**src/rtl/core/capture_period_duty_meter_core_assert.svh**
```systemverilog
// Assertion macros used by the meter core module
`ifndef CAPTURE_PERIOD_DUTY_METER_CORE_ASSERT_SVH
`define CAPTURE_PERIOD_DUTY_METER_CORE_ASSERT_SVH
// Check an implication on every clock edge out of reset
`define CPDM_ASSERT_IMP(label, ante, cons) \
  label: assert property (@(posedge clk) disable iff (!rst_n) (ante) |-> (cons)) \
    else $error("assertion failed");
// Check that the consequent holds in the cycle after the antecedent
`define CPDM_ASSERT_NEXT(label, ante, cons) \
  label: assert property (@(posedge clk) disable iff (!rst_n) (ante) |=> (cons)) \
    else $error("assertion failed");
`endif

```
**src/rtl/core/cpdm_pkg.sv**
```systemverilog
`timescale 1ns / 1ps
// Shared types and constants for the capture period and duty meter
package cpdm_pkg;
  localparam int RingDepth = 32;
  localparam int SlotW = $clog2(RingDepth);

  localparam logic [2:0] OP_CAPTURE = 3'd0;
  localparam logic [2:0] OP_TICK    = 3'd1;
  localparam logic [2:0] OP_PERIOD  = 3'd2;
  localparam logic [2:0] OP_DUTY    = 3'd3;
  localparam logic [2:0] OP_COUNT   = 3'd4;

  localparam logic [2:0] ST_OK       = 3'd0;
  localparam logic [2:0] ST_FEW      = 3'd1;
  localparam logic [2:0] ST_OVERWR   = 3'd2;
  localparam logic [2:0] ST_MISMATCH = 3'd3;
  localparam logic [2:0] ST_ZERO     = 3'd4;

  localparam logic [15:0] TolReset = 16'd20;
  localparam logic [11:0] RatioMax = 12'd4095;

  typedef struct packed {
    logic [2:0]  op;
    logic [15:0] capture_time;
    logic        query_edge;
    logic        pin_level;
  } in_item_t;

  typedef struct packed {
    logic [15:0] value;
    logic [2:0]  status;
  } out_item_t;

  // Divider handshake
  typedef struct packed {
    logic        start;
    logic [15:0] high;
    logic [15:0] per;
  } div_req_t;
endpackage

```
**src/rtl/core/capture_period_duty_meter_core.sv**
```systemverilog
`timescale 1ns / 1ps
// Top level of the capture period and duty meter
// Capture, tick and unused ops are taken in the idle state; a count read goes to the output state.
// Period query: five reads of the timestamp RAM, evaluate, output.
// Duty query: two 28-step serial divisions after the reads; plus any output wait.
// One transaction in work at a time; the output register frees the input side.
// Reset (synchronous, rst_n low) clears control state; per-slot valid bits zero unwritten slots.
module capture_period_duty_meter_core (
  input  logic                 clk,
  input  logic                 rst_n,
  input  logic                 in_valid,
  output logic                 in_stall,
  input  cpdm_pkg::in_item_t   in_data,
  output logic                 out_valid,
  input  logic                 out_stall,
  output cpdm_pkg::out_item_t  out_data,
  input  logic                 cfg_psel,
  input  logic                 cfg_penable,
  input  logic                 cfg_pwrite,
  input  logic [1:0]           cfg_paddr,
  input  logic [31:0]          cfg_pwdata,
  output logic [31:0]          cfg_prdata,
  output logic                 cfg_pready
);
  import cpdm_pkg::*;

  localparam logic [3:0] S_IDLE = 4'd0;
  localparam logic [3:0] S_RD   = 4'd1;
  localparam logic [3:0] S_EVAL = 4'd2;
  localparam logic [3:0] S_DIV1 = 4'd3;
  localparam logic [3:0] S_DIV2 = 4'd4;
  localparam logic [3:0] S_FIN  = 4'd5;
  localparam logic [3:0] S_OUT  = 4'd6;

  logic [3:0]  st_r, st_nxt;
  in_item_t    item_r, item_nxt;
  logic [15:0] tol_r;
  logic [SlotW-1:0] wslot_r, wslot_nxt, gslot_r, gslot_nxt, base_r, base_nxt;
  logic        armed_r, armed_nxt, ow_r, ow_nxt, owq_r, owq_nxt;
  logic [7:0]  ethis_r, ethis_nxt, elast_r, elast_nxt;
  logic [15:0] pulse_r, pulse_nxt;
  logic [15:0] ram [RingDepth];
  logic [RingDepth-1:0] vld_r, vld_nxt;
  logic [15:0] rdata_r;
  logic        rvld_r;
  logic [SlotW-1:0] raddr;
  logic [2:0]  rcnt_r, rcnt_nxt;
  logic [15:0] t_r [4];
  logic [15:0] t4;
  logic [15:0] r1_r, r1_nxt;
  logic        ov_r, ov_nxt;
  out_item_t   out_r, out_nxt;
  out_item_t   res_r, res_nxt;
  logic        we;
  logic [SlotW-1:0] nslot;
  logic [8:0]  total;
  logic [15:0] p1, p2, h1, h2, d16;
  logic [16:0] sum;
  div_req_t    dreq;
  logic        ddone;
  logic [11:0] dratio;
  logic [2:0]  rcnt_d_r;

  // Config port
  assign cfg_pready = 1'b1;
  assign cfg_prdata = (cfg_paddr == 2'd0) ? {16'd0, tol_r} : 32'd0;
  always_ff @(posedge clk) begin
    if (!rst_n) tol_r <= TolReset;
    else if (cfg_psel && cfg_penable && cfg_pwrite && cfg_paddr == 2'd0)
      tol_r <= cfg_pwdata[15:0];
  end

  assign in_stall = (st_r != S_IDLE);
  assign out_valid = ov_r;
  assign out_data = out_r;
  assign total = {1'b0, ethis_r} + {1'b0, elast_r};
  assign nslot = wslot_r + SlotW'(1);
  assign we = (st_r == S_IDLE) && in_valid && in_data.op == OP_CAPTURE;
  // Read order: base, base-1, base-2, base-3, base-4
  always_comb begin
    case (rcnt_r)
      3'd0: raddr = base_r;
      3'd1: raddr = base_r - SlotW'(1);
      3'd2: raddr = base_r - SlotW'(2);
      3'd3: raddr = base_r - SlotW'(3);
      default: raddr = base_r - SlotW'(4);
    endcase
  end

  // Timestamp RAM, one write port and one read port
  always_ff @(posedge clk) begin
    if (we) ram[nslot] <= in_data.capture_time;
    rdata_r <= ram[raddr];
  end

  // Latch the first four read words; the fifth stays on the read port
  always_ff @(posedge clk) begin
    if (!rst_n) rvld_r <= 1'b0;
    else rvld_r <= vld_r[raddr];
    rcnt_d_r <= rcnt_r;
    if (st_r == S_RD && rcnt_d_r != rcnt_r && rcnt_d_r < 3'd4)
      t_r[rcnt_d_r[1:0]] <= rvld_r ? rdata_r : 16'd0;
  end

  // Spans: t0=a,t1=a-1,t2=a-2,t3=a-3,a-4 arrives last
  assign t4 = rvld_r ? rdata_r : 16'd0;
  assign p1 = t_r[0] - t_r[2];
  assign p2 = t_r[2] - t4;
  assign h1 = t_r[0] - t_r[1];
  assign h2 = t_r[2] - t_r[3];

  cpdm_ratio_div u_div (.clk(clk), .rst_n(rst_n), .req(dreq), .done(ddone), .ratio(dratio));

  always_comb begin
    st_nxt = st_r; item_nxt = item_r; wslot_nxt = wslot_r; gslot_nxt = gslot_r;
    base_nxt = base_r; armed_nxt = armed_r; ow_nxt = ow_r; owq_nxt = owq_r;
    ethis_nxt = ethis_r; elast_nxt = elast_r; pulse_nxt = pulse_r;
    vld_nxt = vld_r; rcnt_nxt = rcnt_r; r1_nxt = r1_r; ov_nxt = ov_r; out_nxt = out_r;
    res_nxt = res_r;
    dreq = '0; d16 = '0; sum = '0;
    if (ov_r && !out_stall) ov_nxt = 1'b0;
    case (st_r)
      S_IDLE: begin
        if (in_valid) begin
          item_nxt = in_data;
          res_nxt = '0;
          case (in_data.op)
            OP_CAPTURE: begin
              wslot_nxt = nslot;
              vld_nxt[nslot] = 1'b1;
              if (armed_r && gslot_r == nslot) ow_nxt = 1'b1;
              if (nslot[0] && pulse_r != 16'hFFFF) pulse_nxt = pulse_r + 16'd1;
              if (ethis_r != 8'hFF) ethis_nxt = ethis_r + 8'd1;
            end
            OP_TICK: begin
              elast_nxt = ethis_r;
              ethis_nxt = '0;
            end
            OP_PERIOD, OP_DUTY: begin
              if (total > 9'd4) begin
                owq_nxt = ow_r;
                gslot_nxt = wslot_r - SlotW'(5);
                armed_nxt = 1'b1;
                ow_nxt = 1'b0;
                if ((in_data.op == OP_PERIOD) ?
                    (in_data.query_edge ^ wslot_r[0]) :
                    (!in_data.query_edge ^ wslot_r[0]))
                  base_nxt = wslot_r - SlotW'(1);
                else base_nxt = wslot_r;
                rcnt_nxt = '0;
                st_nxt = S_RD;
              end else begin
                if (in_data.op == OP_DUTY && total == 9'd0) begin
                  res_nxt.value = (!in_data.query_edge ^ in_data.pin_level) ?
                                  16'd4095 : 16'd0;
                end else res_nxt.status = ST_FEW;
                st_nxt = S_OUT;
              end
            end
            OP_COUNT: begin
              res_nxt.value = pulse_r;
              pulse_nxt = '0;
              st_nxt = S_OUT;
            end
            default: ;
          endcase
        end
      end
      S_RD: begin
        if (rcnt_r != 3'd5) rcnt_nxt = rcnt_r + 3'd1;
        if (rcnt_r == 3'd5) st_nxt = S_EVAL;
      end
      S_EVAL: begin
        if (owq_r) begin
          res_nxt.status = ST_OVERWR; st_nxt = S_OUT;
        end else if (item_r.op == OP_PERIOD) begin
          d16 = (p1 > p2) ? p1 - p2 : p2 - p1;
          sum = {1'b0, p1} + {1'b0, p2};
          if (d16 < tol_r) res_nxt.value = sum[16:1];
          else res_nxt.status = ST_MISMATCH;
          st_nxt = S_OUT;
        end else if (p1 == 16'd0 || p2 == 16'd0) begin
          res_nxt.status = ST_ZERO; st_nxt = S_OUT;
        end else begin
          dreq.start = 1'b1; dreq.high = h1; dreq.per = p1;
          // Hold the second period p2 for the second ratio
          r1_nxt = p2;
          st_nxt = S_DIV1;
        end
      end
      S_DIV1: begin
        if (ddone) begin
          res_nxt.value = {4'd0, dratio};
          dreq.start = 1'b1; dreq.high = h2; dreq.per = r1_r;
          st_nxt = S_DIV2;
        end
      end
      S_DIV2: begin
        if (ddone) begin
          d16 = (res_r.value > {4'd0, dratio}) ? res_r.value - {4'd0, dratio} :
                {4'd0, dratio} - res_r.value;
          sum = {1'b0, res_r.value} + {5'd0, dratio};
          if (d16 < tol_r) res_nxt.value = sum[16:1];
          else begin
            res_nxt.value = '0; res_nxt.status = ST_MISMATCH;
          end
          st_nxt = S_OUT;
        end
      end
      S_OUT: begin
        // Load the output register once it is free
        if (!ov_r || !out_stall) begin
          out_nxt = res_r;
          ov_nxt = 1'b1;
          st_nxt = S_IDLE;
        end
      end
      default: st_nxt = S_IDLE;
    endcase
  end

  // Keep the RAM read port on slot a-4 while evaluating
  always_ff @(posedge clk) begin
    if (!rst_n) begin
      st_r <= S_IDLE; wslot_r <= '1; gslot_r <= '0; armed_r <= 1'b0; ow_r <= 1'b0;
      owq_r <= 1'b0; ethis_r <= '0; elast_r <= '0; pulse_r <= '0; vld_r <= '0;
      rcnt_r <= '0; ov_r <= 1'b0; base_r <= '0;
    end else begin
      st_r <= st_nxt; wslot_r <= wslot_nxt; gslot_r <= gslot_nxt; armed_r <= armed_nxt;
      ow_r <= ow_nxt; owq_r <= owq_nxt; ethis_r <= ethis_nxt; elast_r <= elast_nxt;
      pulse_r <= pulse_nxt; vld_r <= vld_nxt; rcnt_r <= rcnt_nxt; ov_r <= ov_nxt;
      base_r <= base_nxt;
    end
    item_r <= item_nxt; r1_r <= r1_nxt; out_r <= out_nxt; res_r <= res_nxt;
  end

  `include "capture_period_duty_meter_core_assert.svh"
  `CPDM_ASSERT_IMP(a_err_zero, out_valid && out_data.status != ST_OK, out_data.value == 16'd0)
  `CPDM_ASSERT_IMP(a_busy_stall, st_r != S_IDLE, in_stall)
  `CPDM_ASSERT_NEXT(a_out_hold, out_valid && out_stall, out_valid && $stable(out_data))
endmodule

```
**src/rtl/core/cpdm_ratio_div.sv**
```systemverilog
`timescale 1ns / 1ps
// Restoring divider giving a saturated 12-bit high/period ratio
module cpdm_ratio_div (
  input  logic              clk,
  input  logic              rst_n,
  input  cpdm_pkg::div_req_t req,
  output logic              done,
  output logic [11:0]       ratio
);
  import cpdm_pkg::*;

  logic [27:0] quo_r, quo_nxt;
  logic [16:0] rem_r, rem_nxt;
  logic [15:0] per_r, per_nxt;
  logic [4:0]  cnt_r, cnt_nxt;
  logic        busy_r, busy_nxt;
  logic [16:0] trial;
  logic [27:0] quo_last;

  assign trial = {rem_r[15:0], quo_r[27]};

  // One quotient bit per cycle over 28 dividend bits
  always_comb begin
    quo_nxt = quo_r;
    rem_nxt = rem_r;
    per_nxt = per_r;
    cnt_nxt = cnt_r;
    busy_nxt = busy_r;
    if (req.start) begin
      quo_nxt = {req.high, 12'd0};
      rem_nxt = '0;
      per_nxt = req.per;
      cnt_nxt = 5'd27;
      busy_nxt = 1'b1;
    end else if (busy_r) begin
      if (trial >= {1'b0, per_r}) begin
        rem_nxt = trial - {1'b0, per_r};
        quo_nxt = {quo_r[26:0], 1'b1};
      end else begin
        rem_nxt = trial;
        quo_nxt = {quo_r[26:0], 1'b0};
      end
      if (cnt_r == 5'd0) busy_nxt = 1'b0;
      else cnt_nxt = cnt_r - 5'd1;
    end
  end

  always_ff @(posedge clk) begin
    if (!rst_n) begin
      busy_r <= 1'b0;
      cnt_r <= '0;
    end else begin
      busy_r <= busy_nxt;
      cnt_r <= cnt_nxt;
    end
    quo_r <= quo_nxt;
    rem_r <= rem_nxt;
    per_r <= per_nxt;
  end

  assign done = busy_r && (cnt_r == 5'd0);
  // Saturate the quotient that the last step produces, independent of a new start
  assign quo_last = {quo_r[26:0], (trial >= {1'b0, per_r})};
  assign ratio = (quo_last[27:12] != 16'd0) ? RatioMax : quo_last[11:0];
endmodule

```
**config.mk**
```make
export PLATFORM = sky130hd
export DESIGN_NAME = capture_period_duty_meter_core
export DESIGN_NICKNAME = d
export VERILOG_FILES = /design/src/rtl/core/cpdm_pkg.sv /design/src/rtl/core/capture_period_duty_meter_core.sv /design/src/rtl/core/cpdm_ratio_div.sv
export VERILOG_INCLUDE_DIRS = /design/src /design/src/rtl/core
export SDC_FILE = /design/constraint.sdc
export NUM_CORES = 2
export LEC_CHECK = 0
export ABC_CLOCK_PERIOD_IN_PS = 13900
export BUFFER_PORTS_ARGS = -buffer_cell sky130_fd_sc_hd__clkbuf_2
export CAP_MARGIN = 20
export CORE_AREA = 3 3 270 272
export DETAILED_ROUTE_END_ITERATION = 16
export DIE_AREA = 0 0 273 275
export GPL_ROUTABILITY_DRIVEN = 0
export HOLD_SLACK_MARGIN = 0.12
export PLACE_DENSITY = 0.82
export SLEW_MARGIN = 10
export SYNTH_ARGS = -nofsm -noshare
export SYNTH_HDL_FRONTEND = slang
export SYNTH_HIERARCHICAL = 1
export SYNTH_SLANG_ARGS = --single-unit
export TNS_END_PERCENT = 50
```
**constraint.sdc**
```tcl
create_clock -name clk -period 13.9 [get_ports clk]
set_clock_uncertainty 0.15 [all_clocks]
set_input_delay 2.085 -clock clk [delete_from_list [all_inputs] [get_ports clk]]
set_output_delay 2.085 -clock clk [all_outputs]
set_load 0.01 [all_outputs]
```
==> summary.txt <==
destination of the worst register-to-register timing path -> res_r[8]$_DFFE_PP_
final standard cell utilization of the core -> 65.3%
VDD IR-drop max -> 145 uV
CP Depth -> 29
worst path bufs/invs -> 3
Min Clock Period, post-route -> 8.21 ns
initial core utilization -> 59.5%
Syn Std Cell Area -> 42200 um2
class of the most critical setup path -> reg2reg
final instance area -> 46300 um2
count of nets left with antenna violations after detail routing -> 0
commonest non-fill, non-tap cell in the layout -> sky130_fd_sc_hd__nand2_1
number of storage elements in the synthesis netlist -> 824
insertion delay of the later-clocked pin in the worst-skew pair -> 0.67 ns
number of placed instances with taps included -> 4941
worst rel slew slack -> 27.4%
fraction of final layout cells with drive strength greater than 1 -> 7.96%
floorplan die height -> 275 um
worst reg2reg path startpoint -> rvld_r$_SDFF_PN0_
synthesized instance count -> 4057
most frequent cells in the layout -> sky130_fd_sc_hd__nand2_1, sky130_fd_sc_hd__edfxtp_1, sky130_fd_sc_hd__nor2_1
capture point of the worst path -> res_r[8]$_DFFE_PP_
sum of negative setup slack -> 0 ns
final setup fails -> 0
core area -> 71000 um2
Most common cell on crit path -> sky130_fd_sc_hd__a21oi_1
minimum hold slack -> 0.306 ns
number of antenna violations at the first check in global routing -> 1
via count -> 31600
clk root buf -> sky130_fd_sc_hd__clkbuf_16
period utilisation layout -> 59.1%
Clk pin slew, worst setup/hold paths -> 0.06 ns
slowest cell delay on critical path -> 0.72 ns
average size of a mapped cell -> 10.4 um2
arrival time of the worst setup path -> 8.38 ns
Placed Instance Area -> 43600 um2
Seq/Total Area, Yosys -> 54.8%
routed wire length -> 103000 um
dpl ws -> 5.72 ns
global router's overall resource usage -> 26.8%
horizontal die dimension -> 273 um
power per standard cell area -> 164 nW/um2
signed area change from the synthesized netlist to the final layout -> 9.66%
worst endpoint required time -> 14.07 ns
wire length per cell -> 20.2 um
estimated wirelength of the detail-placed design -> 66100 um
TritonCTS Buffers -> 84
number of vias per cell -> 6.21
fill cell total of the finished layout -> 5196
worst reg-to-reg path cell count -> 29
setup fix buffers added after clock tree synthesis -> 0
final slew viol count -> 0
clock buffer depth -> 3
worst min path class -> reg2reg
number of buffers added to fix hold violations after cts -> 0
Worst Path Max Fanout -> 16
Slew @ Worst Pin -> 1.08 ns
initial detailed-routing violation count -> 3408
Achievable Freq -> 0.122 GHz
RSZ-0062 raised after global routing -> false
Total Power Consumption -> 7.61 mW
Net count, final -> 4367
global-route congestion overflow total -> 0
number of distinct standard cells referenced by the synthesized netlist -> 94
count of standard-cell rows -> 98
post-CTS resize count -> 0
sink count of the clock tree -> 824
Boundary Pins -> 116
post-synthesis async set-or-reset flop share -> 0%
total leakage power -> 17.7 nW
Most used DFF post-synth -> sky130_fd_sc_hd__edfxtp_1
sort of element at the end of the critical path -> flip-flop
Setup crit start -> rvld_r$_SDFF_PN0_
global-route wire length before repair -> 161000 um
flop2flop setup slack -> 5.69 ns
Pre-antenna DRT Iters -> 5
Die Outline Area -> 75100 um2
number of I/O port buffers -> 82
maximum level of the CTS H-tree -> 3
maximum number of pins on one net before global-route repair -> 173
standard cell with the maximum stage delay on the critical path -> sky130_fd_sc_hd__dfxtp_1
Final Hold Viols -> 0
non-filler cells in the finished layout -> 5097
DRC violation count after routing -> 0
number of global-route vias before repair -> 30300
TritonCTS clock tree -> done
outcome -> finished, final reports clean
max capacitance violation total -> 0
Critical Path Start Type -> flip-flop
number of enable flip-flop cells after synthesis -> 665
worst setup slack after layout -> 5.69 ns
yosys warns -> 6
kind of cell with the highest combined delay on the critical path -> simple AND/OR/NAND/NOR gates
-- cell usage after synthesis, drive strengths merged, types with 7 or more instances --
| cell | count | area, um2 |
|---|---|---|
| a221oi | 7 | 67.6 |
| a21oi | 188 | 945 |
| inv | 229 | 860 |
| ha | 214 | 2680 |
| mux2i | 31 | 310 |
| nor4 | 20 | 125 |
| a311oi | 79 | 704 |
| a22oi | 8 | 60.1 |
| nor3 | 70 | 355 |
| or2 | 19 | 119 |
| a21o | 63 | 473 |
| or3 | 19 | 119 |
| nor2b | 30 | 188 |
| o21a | 29 | 218 |
| or4 | 8 | 71.3 |
| nand3 | 136 | 693 |
| a2111oi | 8 | 70.1 |
| dfxtp | 159 | 3180 |
| nand4 | 29 | 188 |
| clkbuf | 179 | 672 |
| fa | 13 | 260 |
| nand2b | 19 | 119 |
| nand2 | 749 | 2830 |
| a211o | 11 | 96.3 |
| o21bai | 14 | 105 |
| a22o | 21 | 184 |
| o31ai | 15 | 113 |
| a21boi | 8 | 60.1 |
| edfxtp | 665 | 20000 |
| nor2 | 254 | 953 |
| and3 | 118 | 738 |
| xor2 | 58 | 508 |
| o21ai | 132 | 661 |
| and2 | 11 | 71.3 |
| a211oi | 79 | 608 |
| and4 | 8 | 70.1 |
| o22ai | 12 | 75.1 |
| a31oi | 80 | 500 |
| o211ai | 20 | 150 |
| o221ai | 16 | 140 |
| nand3b | 7 | 52.6 |
| buf | 42 | 259 |
| mux2 | 10 | 113 |
| xnor2 | 96 | 841 |
-- worst min-delay path by stage --
stage,startpoint,end,slack (ns),cells past startpoint
2_1_floorplan,res_r[0]$_DFFE_PP_,out_data[0]$_DFFE_PP_,0.25,0
3_3_place_gp,tol_r[10]$_SDFFE_PN0P_,tol_r[10]$_SDFFE_PN0P_,0.29,2
3_5_place_dp,tol_r[12]$_SDFFE_PN0P_,tol_r[12]$_SDFFE_PN0P_,0.30,2
4_1_cts,tol_r[12]$_SDFFE_PN0P_,tol_r[12]$_SDFFE_PN0P_,0.31,2
5_1_grt,tol_r[12]$_SDFFE_PN0P_,tol_r[12]$_SDFFE_PN0P_,0.33,2
6_report,tol_r[12]$_SDFFE_PN0P_,tol_r[12]$_SDFFE_PN0P_,0.31,2
-- logic make-up after synthesis --
kind of cell | Yosys count | share of synthesized area [%]
flip-flops | 824 | 54.8
other | 2 | 0.0178
multiplexers | 41 | 1.00
XOR/XNOR | 154 | 3.19
adder cells (fa/ha/maj) | 227 | 6.95
AND/OR/NAND/NOR | 1511 | 16.1
AO/OA/AOI/OAI | 847 | 13.7
buffers and inverters | 451 | 4.25
-- metal layers --
layer / global-route usage [%] / share of wire [%] / wire length (um) / vias up
li1: - / - / - / 14700
met1: 34.1 / 39 / 40600 / 15200
met2: 45.6 / 49 / 50100 / 1506
met3: 4.28 / 8.1 / 8310 / 299
met4: 11.9 / 3.8 / 3940 / 2
met5: 0 / 0.013 / 13 / -
-- power by group --
part	switching (mW)	internal [mW]	total, mW
Sequential	0.120	2.89	3.01
Combinational	1.51	0.862	2.37
Clock	0.960	1.27	2.23
Total	2.59	5.03	7.61
-- tightest hold or removal path, stage by stage, from the launching register on --
cell,delay [ns]
sky130_fd_sc_hd__dfxtp_1,0.31
sky130_fd_sc_hd__nand2_1,0.05
sky130_fd_sc_hd__a21oi_1,0.05
-- flip-flops by register name (all words and copies together) (netlist names), 8 cells and up --
name,flops
elast_r,8
ethis_r,8
out_data,19
pulse_r,16
r1_r,16
ram,512
rdata_r,16
res_r,19
t_r,64
tol_r,16
u_div/per_r,16
u_div/quo_r,28
u_div/rem_r,16
vld_r,32
-- layout make-up --
| class | instances | area [um2] | share of cell area [%] |
|---|---|---|---|
| Timing Repair Buffer | 141 | 898 | 1.94 |
| Tap cell | 950 | 1190 | 2.57 |
| Antenna cell | 1 | 2.50 | 0.00540 |
| Inverter | 230 | 863 | 1.86 |
| Clock buffer | 124 | 2370 | 5.11 |
| Multi-Input combinational cell | 2797 | 17500 | 37.7 |
| Sequential cell | 824 | 23200 | 50.0 |
| Clock inverter | 30 | 385 | 0.832 |
Note: power is estimated with default switching activity, not from simulation.
